<file path="config.mk">
export PLATFORM = sky130hd
export DESIGN_NAME = websocket_frame_receiver
export DESIGN_NICKNAME = d
export VERILOG_FILES = /design/src/sv/wsfr_pkg.sv /design/src/sv/wsfr_regs.sv /design/src/sv/wsfr_parser.sv /design/src/sv/wsfr_out_queue.sv /design/src/sv/websocket_frame_receiver.sv
export SDC_FILE = /design/constraint.sdc
export NUM_CORES = 1
export LEC_CHECK = 0
export BUFFER_PORTS_ARGS = -buffer_cell sky130_fd_sc_hd__buf_2
export CAP_MARGIN = 10
export CORE_MARGIN = 2
export CORE_UTILIZATION = 35
export CTS_CLUSTER_SIZE = 10
export DETAILED_ROUTE_END_ITERATION = 16
export HOLD_SLACK_MARGIN = 0.03
export PLACE_DENSITY = 0.56
export SYNTH_ARGS = -nofsm -noshare
export SYNTH_HDL_FRONTEND = slang
export SYNTH_HIERARCHICAL = 1
export SYNTH_SLANG_ARGS = --single-unit
export TNS_END_PERCENT = 1
</file>
<file path="constraint.sdc">
create_clock -name clk -period 10.9 [get_ports clk]
set_input_delay 1.09 -clock clk [delete_from_list [all_inputs] [get_ports clk]]
set_output_delay 1.09 -clock clk [all_outputs]
set_load 0.05 [all_outputs]
</file>
<file path="src/sv/wsfr_pkg.sv">
`timescale 1ns / 1ps
`default_nettype none
// ----------------------------------------------------------------------------
// wsfr_pkg
// Shared types and constants of the WebSocket frame receiver.
// ----------------------------------------------------------------------------
package wsfr_pkg;

  localparam int unsigned LIMIT_W = 24;
  localparam logic [LIMIT_W-1:0] MAX_MSG_RESET = 24'd65536;
  localparam logic [6:0] PONG_CAP = 7'd125;

  localparam logic [6:0] LEN7_EXT16 = 7'd126;
  localparam logic [6:0] LEN7_EXT64 = 7'd127;
  localparam logic [3:0] EXT16_BYTES = 4'd2;
  localparam logic [3:0] EXT64_BYTES = 4'd8;
  localparam logic [3:0] MASK_BYTES = 4'd4;

  localparam int unsigned PADDR_W = 3;
  localparam logic REG_MAX_MSG = 1'b0;

  localparam logic [3:0] OP_CONT  = 4'h0;
  localparam logic [3:0] OP_TEXT  = 4'h1;
  localparam logic [3:0] OP_BIN   = 4'h2;
  localparam logic [3:0] OP_CLOSE = 4'h8;
  localparam logic [3:0] OP_PING  = 4'h9;
  localparam logic [3:0] OP_PONG  = 4'hA;

  localparam logic [2:0] EV_DATA       = 3'd0;
  localparam logic [2:0] EV_PONG_START = 3'd1;
  localparam logic [2:0] EV_PONG_DATA  = 3'd2;
  localparam logic [2:0] EV_PONG_RECV  = 3'd3;
  localparam logic [2:0] EV_CLOSE      = 3'd4;

  localparam logic [1:0] CR_NORMAL   = 2'd0;
  localparam logic [1:0] CR_PROTOCOL = 2'd1;
  localparam logic [1:0] CR_UNSUPP   = 2'd2;
  localparam logic [1:0] CR_TOOBIG   = 2'd3;

  typedef enum logic [4:0] {
    PH_HDR0    = 5'b00001,
    PH_HDR1    = 5'b00010,
    PH_EXTLEN  = 5'b00100,
    PH_MASK    = 5'b01000,
    PH_PAYLOAD = 5'b10000
  } phase_t;

  typedef struct packed {
    logic [2:0] event_res;
    logic [7:0] data_byte;
    logic       byte_valid;
    logic       last;
    logic [6:0] pong_length;
    logic [1:0] close_reason;
  } result_t;

endpackage
`default_nettype wire

</file>
<file path="src/sv/wsfr_regs.sv">
`timescale 1ns / 1ps
`default_nettype none
// ----------------------------------------------------------------------------
// wsfr_regs
// APB-style configuration register holding the message size limit.
// ----------------------------------------------------------------------------
module wsfr_regs (
  input  wire logic                        clk,
  input  wire logic                        rst,
  input  wire logic                        psel,
  input  wire logic                        penable,
  input  wire logic                        pwrite,
  input  wire logic [wsfr_pkg::PADDR_W-1:0] paddr,
  input  wire logic [31:0]                 pwdata,
  output logic      [31:0]                 prdata,
  output logic                             pready,
  output logic      [wsfr_pkg::LIMIT_W-1:0] max_message_bytes
);

  logic wr_en;

  assign pready = 1'b1;
  assign wr_en  = psel && penable && pwrite && pready &&
                  (paddr[2] == wsfr_pkg::REG_MAX_MSG);

  always_ff @(posedge clk) begin
    if (rst) begin
      max_message_bytes <= wsfr_pkg::MAX_MSG_RESET;
    end else if (wr_en) begin
      max_message_bytes <= pwdata[wsfr_pkg::LIMIT_W-1:0];
    end
  end

  always_comb begin
    prdata = 32'd0;
    if (paddr[2] == wsfr_pkg::REG_MAX_MSG) begin
      prdata = {{(32 - wsfr_pkg::LIMIT_W){1'b0}}, max_message_bytes};
    end
  end

endmodule
`default_nettype wire

</file>
<file path="src/sv/wsfr_parser.sv">
`timescale 1ns / 1ps
`default_nettype none
// ----------------------------------------------------------------------------
// wsfr_parser
// Frame header parser, checks, payload unmasking; one byte per accepted cycle.
// ----------------------------------------------------------------------------
module wsfr_parser (
  input  wire logic                         clk,
  input  wire logic                         rst,
  input  wire logic                         accept,
  input  wire logic [7:0]                   rx_byte,
  input  wire logic [wsfr_pkg::LIMIT_W-1:0] max_message_bytes,
  output logic                              res_valid,
  output wsfr_pkg::result_t                 res
);

  wsfr_pkg::phase_t phase, phase_next;
  logic        final_flag, final_flag_next;
  logic [3:0]  frame_opcode, frame_opcode_next;
  logic [3:0]  header_byte_count, header_byte_count_next;
  logic [63:0] frame_length, frame_length_next;
  logic [31:0] mask_key, mask_key_next;
  logic [23:0] payload_left, payload_left_next;
  logic [1:0]  mask_idx, mask_idx_next;
  logic [6:0]  payload_position, payload_position_next;
  logic [6:0]  pong_len, pong_len_next;
  logic [23:0] fragment_count, fragment_count_next;
  logic        closed, closed_next;
  logic        masked_flag, masked_flag_next;

  logic        len_done;
  logic        len_masked;
  logic        hdr_done;
  logic [63:0] fl;
  logic        len_big;
  logic [24:0] frag_sum;
  logic        frag_big;
  logic [7:0]  key;
  logic [7:0]  unmasked;
  logic        done;
  logic [6:0]  pos_inc;

  always_comb begin
    phase_next             = phase;
    final_flag_next        = final_flag;
    frame_opcode_next      = frame_opcode;
    header_byte_count_next = header_byte_count;
    frame_length_next      = frame_length;
    mask_key_next          = mask_key;
    payload_left_next      = payload_left;
    mask_idx_next          = mask_idx;
    payload_position_next  = payload_position;
    pong_len_next          = pong_len;
    fragment_count_next    = fragment_count;
    closed_next            = closed;
    masked_flag_next       = masked_flag;
    res_valid              = 1'b0;
    res                    = '0;
    len_done               = 1'b0;
    len_masked             = masked_flag;
    hdr_done               = 1'b0;
    fl                     = frame_length;

    case (mask_idx)
      2'd0:    key = mask_key[31:24];
      2'd1:    key = mask_key[23:16];
      2'd2:    key = mask_key[15:8];
      default: key = mask_key[7:0];
    endcase
    unmasked = rx_byte ^ key;
    done     = (payload_left == 24'd1);
    pos_inc  = payload_position + 7'd1;

    if (accept && !closed) begin
      case (phase)
        wsfr_pkg::PH_HDR0: begin
          final_flag_next   = rx_byte[7];
          frame_opcode_next = rx_byte[3:0];
          phase_next        = wsfr_pkg::PH_HDR1;
        end
        wsfr_pkg::PH_HDR1: begin
          masked_flag_next = rx_byte[7];
          len_masked       = rx_byte[7];
          if (rx_byte[6:0] == wsfr_pkg::LEN7_EXT16 ||
              rx_byte[6:0] == wsfr_pkg::LEN7_EXT64) begin
            header_byte_count_next = (rx_byte[6:0] == wsfr_pkg::LEN7_EXT16) ?
                                     wsfr_pkg::EXT16_BYTES : wsfr_pkg::EXT64_BYTES;
            frame_length_next      = 64'd0;
            phase_next             = wsfr_pkg::PH_EXTLEN;
          end else begin
            frame_length_next = {57'd0, rx_byte[6:0]};
            len_done          = 1'b1;
          end
        end
        wsfr_pkg::PH_EXTLEN: begin
          frame_length_next      = {frame_length[55:0], rx_byte};
          header_byte_count_next = header_byte_count - 4'd1;
          len_done               = (header_byte_count == 4'd1);
        end
        wsfr_pkg::PH_MASK: begin
          mask_key_next          = {mask_key[23:0], rx_byte};
          header_byte_count_next = header_byte_count - 4'd1;
          hdr_done               = (header_byte_count == 4'd1);
        end
        wsfr_pkg::PH_PAYLOAD: begin
          payload_left_next = payload_left - 24'd1;
          mask_idx_next     = mask_idx + 2'd1;
          if (done) begin
            phase_next = wsfr_pkg::PH_HDR0;
          end
          if (frame_opcode == wsfr_pkg::OP_CONT || frame_opcode == wsfr_pkg::OP_TEXT) begin
            res_valid      = 1'b1;
            res.event_res  = wsfr_pkg::EV_DATA;
            res.data_byte  = unmasked;
            res.byte_valid = 1'b1;
            res.last       = final_flag && done;
          end else if (frame_opcode == wsfr_pkg::OP_PING && payload_position < pong_len) begin
            payload_position_next = pos_inc;
            res_valid             = 1'b1;
            res.event_res         = wsfr_pkg::EV_PONG_DATA;
            res.data_byte         = unmasked;
            res.byte_valid        = 1'b1;
            res.last              = (pos_inc == pong_len);
          end
        end
        default: begin
          phase_next = wsfr_pkg::PH_HDR0;
        end
      endcase

      if (len_done) begin
        if (!len_masked) begin
          closed_next      = 1'b1;
          res_valid        = 1'b1;
          res.event_res    = wsfr_pkg::EV_CLOSE;
          res.close_reason = wsfr_pkg::CR_PROTOCOL;
        end else begin
          phase_next             = wsfr_pkg::PH_MASK;
          header_byte_count_next = wsfr_pkg::MASK_BYTES;
          mask_key_next          = 32'd0;
        end
      end
    end

    len_big  = (|frame_length[63:24]) || (frame_length[23:0] > max_message_bytes);
    frag_sum = {1'b0, fragment_count} + {1'b0, frame_length[23:0]};
    frag_big = frag_sum > {1'b0, max_message_bytes};

    if (hdr_done) begin
      payload_left_next     = frame_length[23:0];
      mask_idx_next         = 2'd0;
      payload_position_next = 7'd0;
      pong_len_next         = (frame_length > {57'd0, wsfr_pkg::PONG_CAP}) ?
                              wsfr_pkg::PONG_CAP : frame_length[6:0];
      phase_next            = (fl != 64'd0) ? wsfr_pkg::PH_PAYLOAD : wsfr_pkg::PH_HDR0;
      res_valid             = 1'b1;
      if (len_big) begin
        closed_next      = 1'b1;
        res.event_res    = wsfr_pkg::EV_CLOSE;
        res.close_reason = wsfr_pkg::CR_TOOBIG;
      end else begin
        case (frame_opcode)
          wsfr_pkg::OP_CONT, wsfr_pkg::OP_TEXT: begin
            if (frame_opcode == wsfr_pkg::OP_TEXT && fragment_count != 24'd0) begin
              closed_next      = 1'b1;
              res.event_res    = wsfr_pkg::EV_CLOSE;
              res.close_reason = wsfr_pkg::CR_PROTOCOL;
            end else if (frag_big) begin
              closed_next      = 1'b1;
              res.event_res    = wsfr_pkg::EV_CLOSE;
              res.close_reason = wsfr_pkg::CR_TOOBIG;
            end else begin
              fragment_count_next = final_flag ? 24'd0 : frag_sum[23:0];
              res_valid           = final_flag && (fl == 64'd0);
              res.event_res       = wsfr_pkg::EV_DATA;
              res.last            = 1'b1;
            end
          end
          wsfr_pkg::OP_BIN: begin
            closed_next      = 1'b1;
            res.event_res    = wsfr_pkg::EV_CLOSE;
            res.close_reason = wsfr_pkg::CR_UNSUPP;
          end
          wsfr_pkg::OP_CLOSE: begin
            closed_next      = 1'b1;
            res.event_res    = wsfr_pkg::EV_CLOSE;
            res.close_reason = wsfr_pkg::CR_NORMAL;
          end
          wsfr_pkg::OP_PING: begin
            res.event_res   = wsfr_pkg::EV_PONG_START;
            res.pong_length = pong_len_next;
          end
          wsfr_pkg::OP_PONG: begin
            res.event_res = wsfr_pkg::EV_PONG_RECV;
          end
          default: begin
            closed_next      = 1'b1;
            res.event_res    = wsfr_pkg::EV_CLOSE;
            res.close_reason = wsfr_pkg::CR_PROTOCOL;
          end
        endcase
      end
    end
  end

  always_ff @(posedge clk) begin
    if (rst) begin
      phase             <= wsfr_pkg::PH_HDR0;
      final_flag        <= 1'b0;
      frame_opcode      <= 4'd0;
      header_byte_count <= 4'd0;
      frame_length      <= 64'd0;
      mask_key          <= 32'd0;
      payload_left      <= 24'd0;
      mask_idx          <= 2'd0;
      payload_position  <= 7'd0;
      pong_len          <= 7'd0;
      fragment_count    <= 24'd0;
      closed            <= 1'b0;
      masked_flag       <= 1'b0;
    end else begin
      phase             <= phase_next;
      final_flag        <= final_flag_next;
      frame_opcode      <= frame_opcode_next;
      header_byte_count <= header_byte_count_next;
      frame_length      <= frame_length_next;
      mask_key          <= mask_key_next;
      payload_left      <= payload_left_next;
      mask_idx          <= mask_idx_next;
      payload_position  <= payload_position_next;
      pong_len          <= pong_len_next;
      fragment_count    <= fragment_count_next;
      closed            <= closed_next;
      masked_flag       <= masked_flag_next;
    end
  end

  a_closed_sticky: assert property (@(posedge clk) disable iff (rst)
    closed |=> closed)
    else $error("closed flag cleared without reset");

  a_silent_when_closed: assert property (@(posedge clk) disable iff (rst)
    closed |-> !res_valid)
    else $error("result produced after close");

  a_payload_pending: assert property (@(posedge clk) disable iff (rst)
    (phase == wsfr_pkg::PH_PAYLOAD && !closed) |-> (payload_left != 24'd0))
    else $error("payload phase with no bytes left");

  a_close_sets_flag: assert property (@(posedge clk) disable iff (rst)
    (res_valid && res.event_res == wsfr_pkg::EV_CLOSE) |=> closed)
    else $error("close event without closing the connection");

endmodule
`default_nettype wire

</file>
<file path="src/sv/wsfr_out_queue.sv">
`timescale 1ns / 1ps
`default_nettype none
// ----------------------------------------------------------------------------
// wsfr_out_queue
// Two-entry result queue that decouples the parser from output stalls.
// ----------------------------------------------------------------------------
module wsfr_out_queue (
  input  wire logic              clk,
  input  wire logic              rst,
  input  wire logic              push,
  input  wire wsfr_pkg::result_t push_res,
  output logic                   full,
  output logic                   out_valid,
  input  wire logic              out_stall,
  output wsfr_pkg::result_t      head
);

  logic [1:0]        count, count_next;
  wsfr_pkg::result_t slot1;
  logic              pop;
  logic [1:0]        wr_idx;

  assign out_valid  = (count != 2'd0);
  assign full       = (count == 2'd2);
  assign pop        = out_valid && !out_stall;
  assign wr_idx     = count - {1'b0, pop};
  assign count_next = count + {1'b0, push} - {1'b0, pop};

  always_ff @(posedge clk) begin
    if (rst) begin
      count <= 2'd0;
    end else begin
      count <= count_next;
    end
  end

  always_ff @(posedge clk) begin
    if (push && wr_idx == 2'd0) begin
      head <= push_res;
    end else if (pop) begin
      head <= slot1;
    end
    if (push && wr_idx != 2'd0) begin
      slot1 <= push_res;
    end
  end

endmodule
`default_nettype wire

</file>
<file path="src/sv/websocket_frame_receiver.sv">
`timescale 1ns / 1ps
`default_nettype none
// ----------------------------------------------------------------------------
// websocket_frame_receiver
// Parses and unmasks a client-to-server WebSocket byte stream into events.
// ----------------------------------------------------------------------------
// Output: a result enters the queue in the cycle its byte is accepted and
// is offered from the registered queue head. Throughput: one byte per cycle
// while in_stall is low; a two-entry result queue absorbs output stalls.
// Reset: synchronous; the parser returns to the first header byte with the
// connection open, and the size limit returns to 65536 bytes.
// ----------------------------------------------------------------------------
module websocket_frame_receiver (
  input  wire logic                          clk,
  input  wire logic                          rst,
  input  wire logic                          psel,
  input  wire logic                          penable,
  input  wire logic                          pwrite,
  input  wire logic [wsfr_pkg::PADDR_W-1:0]  paddr,
  input  wire logic [31:0]                   pwdata,
  output logic      [31:0]                   prdata,
  output logic                               pready,
  input  wire logic                          in_valid,
  output logic                               in_stall,
  input  wire logic [7:0]                    rx_byte,
  output logic                               out_valid,
  input  wire logic                          out_stall,
  output logic      [2:0]                    event_res,
  output logic      [7:0]                    data_byte,
  output logic                               byte_valid,
  output logic                               last,
  output logic      [6:0]                    pong_length,
  output logic      [1:0]                    close_reason
);

  logic [wsfr_pkg::LIMIT_W-1:0] max_message_bytes;
  logic                         accept;
  logic                         res_valid;
  wsfr_pkg::result_t            res;
  wsfr_pkg::result_t            head;
  logic                         full;

  assign in_stall = full;
  assign accept   = in_valid && !in_stall;

  wsfr_regs u_regs (
    .clk               (clk),
    .rst               (rst),
    .psel              (psel),
    .penable           (penable),
    .pwrite            (pwrite),
    .paddr             (paddr),
    .pwdata            (pwdata),
    .prdata            (prdata),
    .pready            (pready),
    .max_message_bytes (max_message_bytes)
  );

  wsfr_parser u_parser (
    .clk               (clk),
    .rst               (rst),
    .accept            (accept),
    .rx_byte           (rx_byte),
    .max_message_bytes (max_message_bytes),
    .res_valid         (res_valid),
    .res               (res)
  );

  wsfr_out_queue u_queue (
    .clk       (clk),
    .rst       (rst),
    .push      (res_valid),
    .push_res  (res),
    .full      (full),
    .out_valid (out_valid),
    .out_stall (out_stall),
    .head      (head)
  );

  assign event_res    = head.event_res;
  assign data_byte    = head.data_byte;
  assign byte_valid   = head.byte_valid;
  assign last         = head.last;
  assign pong_length  = head.pong_length;
  assign close_reason = head.close_reason;

endmodule
`default_nettype wire
</file>
# ---- Word level (Yosys, flattened, before mapping)
# Cells that the tools add are included.
dict set report classes {
  addsub 8
  n_mul 0
  div 0
  magnitude_cmp 4
  n_eq_ne 18
  shifts 0
  n_mux 77
  bitwise_logic 6
  reduce_logical 41
}
# cell n
set ops {}
lappend ops {{64-bit one-hot mux with 2 select lines} 1}
lappend ops {{24-bit 2-to-1 mux} 5}
lappend ops {{32-bit 2-to-1 mux} 3}
lappend ops {{64-bit by 7-bit > comparator with 1-bit output (second input constant)} 1}
lappend ops {{64-bit logical NOT} 1}
lappend ops {{64-bit nonzero test} 1}
lappend ops {{22-bit 2-to-1 mux} 2}
lappend ops {{40-bit OR reduction} 1}
lappend ops {{13-bit 2-to-1 mux} 3}
lappend ops {{5-bit 2-to-1 mux} 7}
lappend ops {{1-bit 2-to-1 mux} 28}
lappend ops {{24-bit by 24-bit adder with 25-bit output} 1}
lappend ops {{25-bit by 24-bit > comparator with 1-bit output} 1}
lappend ops {{24-bit by 1-bit equality test with 1-bit output (second input constant)} 1}
lappend ops {{24-bit > comparator} 1}
lappend ops {{8-bit one-hot mux with 3 select lines} 1}
lappend ops {{24-bit nonzero test} 1}
lappend ops {{24-bit by 1-bit subtractor with 24-bit output (second input constant)} 1}
lappend ops {{7-bit 2-to-1 mux} 3}
lappend ops {{5-bit one-hot mux with 4 select lines} 1}
lappend ops {{3-bit 2-to-1 mux} 6}
lappend ops {{4-bit 2-to-1 mux} 4}
lappend ops {{7-bit equality test (second input constant)} 2}
lappend ops {{4-bit equality test (second input constant)} 3}
lappend ops {{36 further kinds} 75}
dict set report word_totals {
  reg_bits 246
  latchBits 0
  mem_bits_rw 0
  romBits 0
  in_bits 50
  output_inout_bits 57
  wordCells 181
  memories 0
}

# ---- Logic depth before layout (Yosys ltp)
dict set report logic_depth {
  depth_word 15
  ltp_mapped 23
  depth_no_buf 22
}

# ---- By module
# The synthesis kept the hierarchy.
# mod instances cells_each area_per_inst_um2 seq_area_each_um2
set by_module_without_submodules {}
lappend by_module_without_submodules {wsfr_parser 1 1320 10427.5 3523.4}
lappend by_module_without_submodules {wsfr_out_queue 1 84 1818.0 1361.3}
lappend by_module_without_submodules {wsfr_regs 1 142 1338.8 480.5}
lappend by_module_without_submodules {websocket_frame_receiver 1 1 13.8 0.0}

# ---- Least setup slack after synthesis
# No wires, ideal clock.
dict set report synth_path {
  path_kind {reg2reg}
  startpoint {register u_parser.frame_length[0] (netlist: u_parser/fl[0])}
  endpoint {register, netlist name u_queue/head[0]}
  setup_time_ns 0.537
  arrival_time_ns 5.353
  required_time_ns 10.363
  path_slack_ns 5.010
  stages_incl_launch_ff 24
  n_path_buf 2
  synth_period_minus_slack_ns 5.890
  path_cell_list {dfxtp_1 > ha_1 > inv_1 > fa_1 > inv_1 > a21oi_1 > o221ai_1 > a21o_1 > nor3_1 > o41ai_1 > xor2_1 > ha_1 > nand3_1 > nor4_1 > and3_1 > a211o_1 > a31oi_1 > or3b_2 > nor4b_4 > buf_6 > a22oi_1 > nand3b_4 > buf_6 > o21ai_0}
}
dict set report synth_between {
  elab_chain_len 9
  word_cells_on_any_way 13
  classes_between {add/sub: 1; order compare: 2; mux: 5; reduce/logical: 5}
}
# item line_no
set synth_lines {}
lappend synth_lines {{start: declaration} wsfr_parser.sv:21} ;# logic [63:0] frame_length, frame_length_next;
lappend synth_lines {{start signal: assignment} wsfr_parser.sv:226} ;# frame_length <= frame_length_next;
lappend synth_lines {{24-bit by 24-bit adder with 25-bit output or 64-bit logical NOT (tied branches)} {wsfr_parser.sv:146, wsfr_parser.sv:174}}
lappend synth_lines {{25-bit by 24-bit > comparator with 1-bit output or 1-bit logical AND (tied branches)} {wsfr_parser.sv:147, wsfr_parser.sv:174}}
lappend synth_lines {{1-bit 2-to-1 mux} wsfr_parser.sv:168} ;# end else if (frag_big) begin
lappend synth_lines {{1-bit 2-to-1 mux} wsfr_parser.sv:164} ;# if (frame_opcode == wsfr_pkg::OP_TEXT && fragment_count != 24'd0) begin
lappend synth_lines {{1-bit 2-to-1 mux} wsfr_parser.sv:162} ;# case (frame_opcode)
lappend synth_lines {{1-bit 2-to-1 mux *} wsfr_parser.sv:157} ;# if (len_big) begin
lappend synth_lines {{1-bit 2-to-1 mux *} wsfr_parser.sv:149} ;# if (hdr_done) begin
lappend synth_lines {{named net res_valid} websocket_frame_receiver.sv:38} ;# logic res_valid;
lappend synth_lines {{1-bit logical AND *} wsfr_out_queue.sv:38} ;# if (push && wr_idx == 2'd0) begin
lappend synth_lines {{2-bit nonzero test (no line) *} --}
# The timed path passes the listed nets; every way through them passes the cells marked *.
# A chain may end at the register's enable or synchronous reset.

# ---- Worst setup path after layout
dict set report layout_path {
  startpoint {register u_parser.frame_length[0] (netlist: u_parser/fl[0])}
  endpoint {register, netlist name u_queue/head[7]}
}
dict set report layout_between {
  elab_chain_len 9
  word_cells_on_any_way 13
  classes_between {add/sub: 1; order compare: 2; mux: 5; reduce/logical: 5}
}
# item line_no
set layout_lines {}
lappend layout_lines {{24-bit by 24-bit adder with 25-bit output or 64-bit logical NOT (tied branches)} {wsfr_parser.sv:146, wsfr_parser.sv:174}}
lappend layout_lines {{25-bit by 24-bit > comparator with 1-bit output or 1-bit logical AND (tied branches)} {wsfr_parser.sv:147, wsfr_parser.sv:174}}
lappend layout_lines {{1-bit 2-to-1 mux} wsfr_parser.sv:168}
lappend layout_lines {{1-bit 2-to-1 mux} wsfr_parser.sv:164}
lappend layout_lines {{1-bit 2-to-1 mux} wsfr_parser.sv:162}
lappend layout_lines {{1-bit 2-to-1 mux *} wsfr_parser.sv:157}
lappend layout_lines {{1-bit 2-to-1 mux *} wsfr_parser.sv:149}
lappend layout_lines {{named net res_valid} websocket_frame_receiver.sv:38}
lappend layout_lines {{1-bit logical AND *} wsfr_out_queue.sv:38}
lappend layout_lines {{2-bit nonzero test (no line) *} --}
# Marks and branches as above.

==> out/metrics.csv <==
stage,metric,value,unit
floorplan,I/O pin count,107,
synthesis,Yosys reg bits,246,
sta,Hold Slack,458.7,ps
floorplan,Die W,201.1,µm
placement,hpwl dp,24400,µm
global_route,GRT overflow,0,
cells_and_area,Filler Cell Count,3940,
clocking,Setup Buffers After CTS,0,
sta,RSZ-0062 raised after global routing,false,
sta,Relative slew margins,0.2430,
worst_setup_path,r2r startpoint,u_parser/fl[0],
worst_hold_path,hold endpoint,u_parser/mask_key[30],
detailed_routing,WL final,34700,µm
sta,setup violators final,0,
detailed_routing,number of DRC markers in iteration 0,752,
clocking,Worst-path clk slew,50,ps
floorplan,die extent in y,201.1,µm
worst_setup_path,Worst setup EP type,flip-flop,
worst_setup_path,Critical Path AT,6700,ps
worst_setup_path,Max stage delay on crit path,590,ps
clocking,CTS Buffer Depth,3,
clocking,Post-CTS Resized,0,
synthesis,Synth area leaders,"dfxtp_1 30%, edfxtp_1 9.7%, ha_1 8.3%",
global_route,antenna violations before repair,0,
global_route,vias in the first global route,10660,
cells_and_area,Seq. cell area,0.005365,mm²
cells_and_area,Util after Layout,0.3956,
detailed_routing,WL/cell,16.31,µm
power_and_ir_drop,Static Leak,5.989,nW
cells_and_area,"commonest cells after routing, fill and taps aside","202 x dfxtp_1, 177 x nor2_1, 137 x nand2_1",
clocking,clock root buffer master,clkbuf_16,
power_and_ir_drop,VDD IR max,0.0001292,V
sta,Fin Setup TNS,0,ps
clocking,Clock Latency Late Sink,570,ps
cells_and_area,Final nets,1736,
floorplan,row cnt,72,
synthesis,synthesized cell area,0.01360,mm²
placement,GP Congestion,0.8250,
worst_setup_path,CP max FO,23,
clocking,H-tree Lvls,1,
clocking,total CTS buffers,29,
sta,clock period minus worst slack,6516,ps
worst_setup_path,worst reg2reg setup slack,4380,ps
synthesis,adder-cell share of the synthesized area,0.08428,
synthesis,Yosys cell types,82,
synthesis,post-synthesis compound-gate area fraction,0.1700,
synthesis,"Seq/Total Area, Yosys",0.3946,
sta,Hold Fails Final Rpt,0,
job,Max Cap Violations,0,
worst_setup_path,critical path required time,11080,ps
floorplan,initial core utilization,0.3535,
synthesis,dominant synthesized flop cell,dfxtp_1,
sta,Clock Skew,21.88,ps
synthesis,largest family of logic cells by synthesized area,simple AND/OR/NAND/NOR gates,
global_route,met1 usage,0.2302,
sta,Slew @ Worst Pin,1133,ps
synthesis,top-area cell type share of the netlist area,0.2974,
sta,Max Slew Vio Count,0,
outcome,outcome,finished clean,
cells_and_area,n_diodes,0,
synthesis,synth warn,6,
cells_and_area,footprint of the multi-input gates,0.007585,mm²
detailed_routing,first drt pass iteration count,5,
synthesis,Post-synth EDFFs,44,
worst_setup_path,RR Endpoint,u_queue/head[7],
synthesis,mux contribution to synthesized area,0.06027,
sta,Tcrit/Tclk final,0.5978,
cells_and_area,"commonest non-fill, non-tap cell in the layout",dfxtp_1,
synthesis,Synth Area per Inst,8.790,µm²
cells_and_area,Area Overhead vs Synth,11.91,%
clocking,CTS tree,yes,
power_and_ir_drop,pwr/cell area,147.4,mW/mm²
worst_setup_path,Crit-path slowest cell,dfxtp_1,
detailed_routing,DR vias,11220,
floorplan,Core ar.,0.03847,mm²
sta,f_max,153.5,MHz
worst_setup_path,CP Cell Sequence,ha_1 > inv_1 > fa_1 > inv_1 > a21oi_1 > o221ai_1 > a21o_1 > nor3_1 > o41ai_1 > xor2_1 > ha_1 > nand3_1 > nor4_1 > and3_1 > a211o_1 > a31oi_1 > or3b_2 > nor4b_4 > a22oi_1 > nand3b_4 > o21ai_2,
worst_hold_path,Min-Delay Path Depth,2,
detailed_routing,Remaining DRCs,0,
floorplan,die area,0.04044,mm²
synthesis,ys async rst share,0,
synthesis,Synth Area in Simple Gates,0.2111,
global_route,M3 GR Usage,0.02446,
worst_hold_path,min-delay worst type,reg -> reg,
worst_hold_path,hold_sp,u_parser/mask_key[30],
global_route,M2 GR Usage,0.2757,
synthesis,post-synthesis cell count,1547,
global_route,first-pass GRT wire length,56050,µm
synthesis,Synth Area in XOR/XNOR,0.02742,
global_route,largest net degree at the start of global routing,95,
worst_setup_path,Setup crit start kind,flip-flop,
detailed_routing,antenna violation net count after detailed routing,0,
worst_setup_path,Worst R2R Path Depth,21,
detailed_routing,vias per inst,5.275,
worst_setup_path,critical path type,reg -> reg,
synthesis,Yosys top cell by area,dfxtp_1,
placement,# port buffers,87,
cells_and_area,layout cells sized above 1,0.1212,
clocking,clock sinks,246,
global_route,total track usage,0.1667,
global_route,global routing's busiest layer,met2,
clocking,hold-fix buffers at CTS,0,
[final cells by class]
| class | count | area share |
|---|---|---|
| multi-input combinational | 1148 | 0.4984 |
| sequential | 246 | 0.3526 |
| clock buffer | 42 | 0.05221 |
| tap | 518 | 0.04259 |
| timing repair buffer | 99 | 0.03470 |
| inverter | 71 | 0.01751 |
| clock inverter | 3 | 0.001973 |
[power by group]
part           total (mW)  switching [mW]  internal [mW]
registers            1.01          0.0342          0.975
logic               0.365           0.254          0.111
clock network       0.870           0.371          0.499
[layer usage]
metal	up-vias	share of wire
met5	-	0
met4	0	0.016
met3	40	0.042
met2	223	0.46
met1	5367	0.48
li1	5590	-
[through the flow]
step	power, mW	instances	setup WS, ps	area [µm²]
after detailed placement	1.393	2082	4516	14390
after floorplan	1.309	1554	5010	13620
after global placement	1.390	2082	4595	14390
after CTS	2.273	2127	4480	15220
final	2.243	2127	4384	15220
after global routing	2.351	2127	4044	15220
[Yosys cell counts (all sizes together) (32+ instances only)]
| cell | n |
|---|---|
| a21oi | 126 |
| a22oi | 64 |
| clkbuf | 69 |
| dfxtp | 202 |
| edfxtp | 44 |
| ha | 90 |
| inv | 71 |
| mux2 | 33 |
| mux2i | 35 |
| nand2 | 137 |
| nand2b | 71 |
| nand3 | 35 |
| nor2 | 180 |
| nor2b | 32 |
| o21ai | 56 |
[flip-flops by register name (all words and copies together) (netlist names), 5 cells and up]
signal,cells
u_parser/fl,64
u_queue/slot1,22
u_parser/payload_position,7
u_regs/max_message_bytes,24
u_queue/head,22
u_parser/fragment_count,24
u_parser/pong_len,7
u_parser/mask_key,32
u_parser/payload_left,24
u_parser/phase,5
[worst max-delay path, delay by kind of cell (launching register included)]
kind	cells	cell delay [ps]
buffers and inverters	2	140
and+or+nand+nor	7	1340
AOI/OAI and AO/OA	8	2820
DFF	1	590
xor gates and xnor gates	1	260
adders and majority gates	3	960
[how the worst max path moves through the flow]
stage | startpoint | end | slack [ps] | cells after the start
6_report | u_parser/fl[0] | u_queue/head[7] | 4380 | 21
5_1_grt | u_parser/fl[0] | u_queue/head[7] | 4040 | 21
4_1_cts | u_parser/fl[0] | u_queue/head[7] | 4480 | 21
3_5_place_dp | u_parser/fl[0] | u_queue/head[4] | 4520 | 21
3_3_place_gp | u_parser/fl[0] | u_queue/head[4] | 4590 | 21
2_1_floorplan | u_parser/fl[0] | u_queue/head[0] | 5010 | 23
[cell families (layout without fill, tap and decap cells)]
family / after synthesis / in the layout
AND/OR/NAND/NOR: 581 / 581
AO/OA/AOI/OAI: 358 / 358
flip-flops: 246 / 246
buffers and inverters: 160 / 215
adder cells (fa/ha/maj): 91 / 91
multiplexers: 68 / 68
XOR/XNOR: 41 / 41
other: 2 / 9
(Power assumes the default switching activity.)
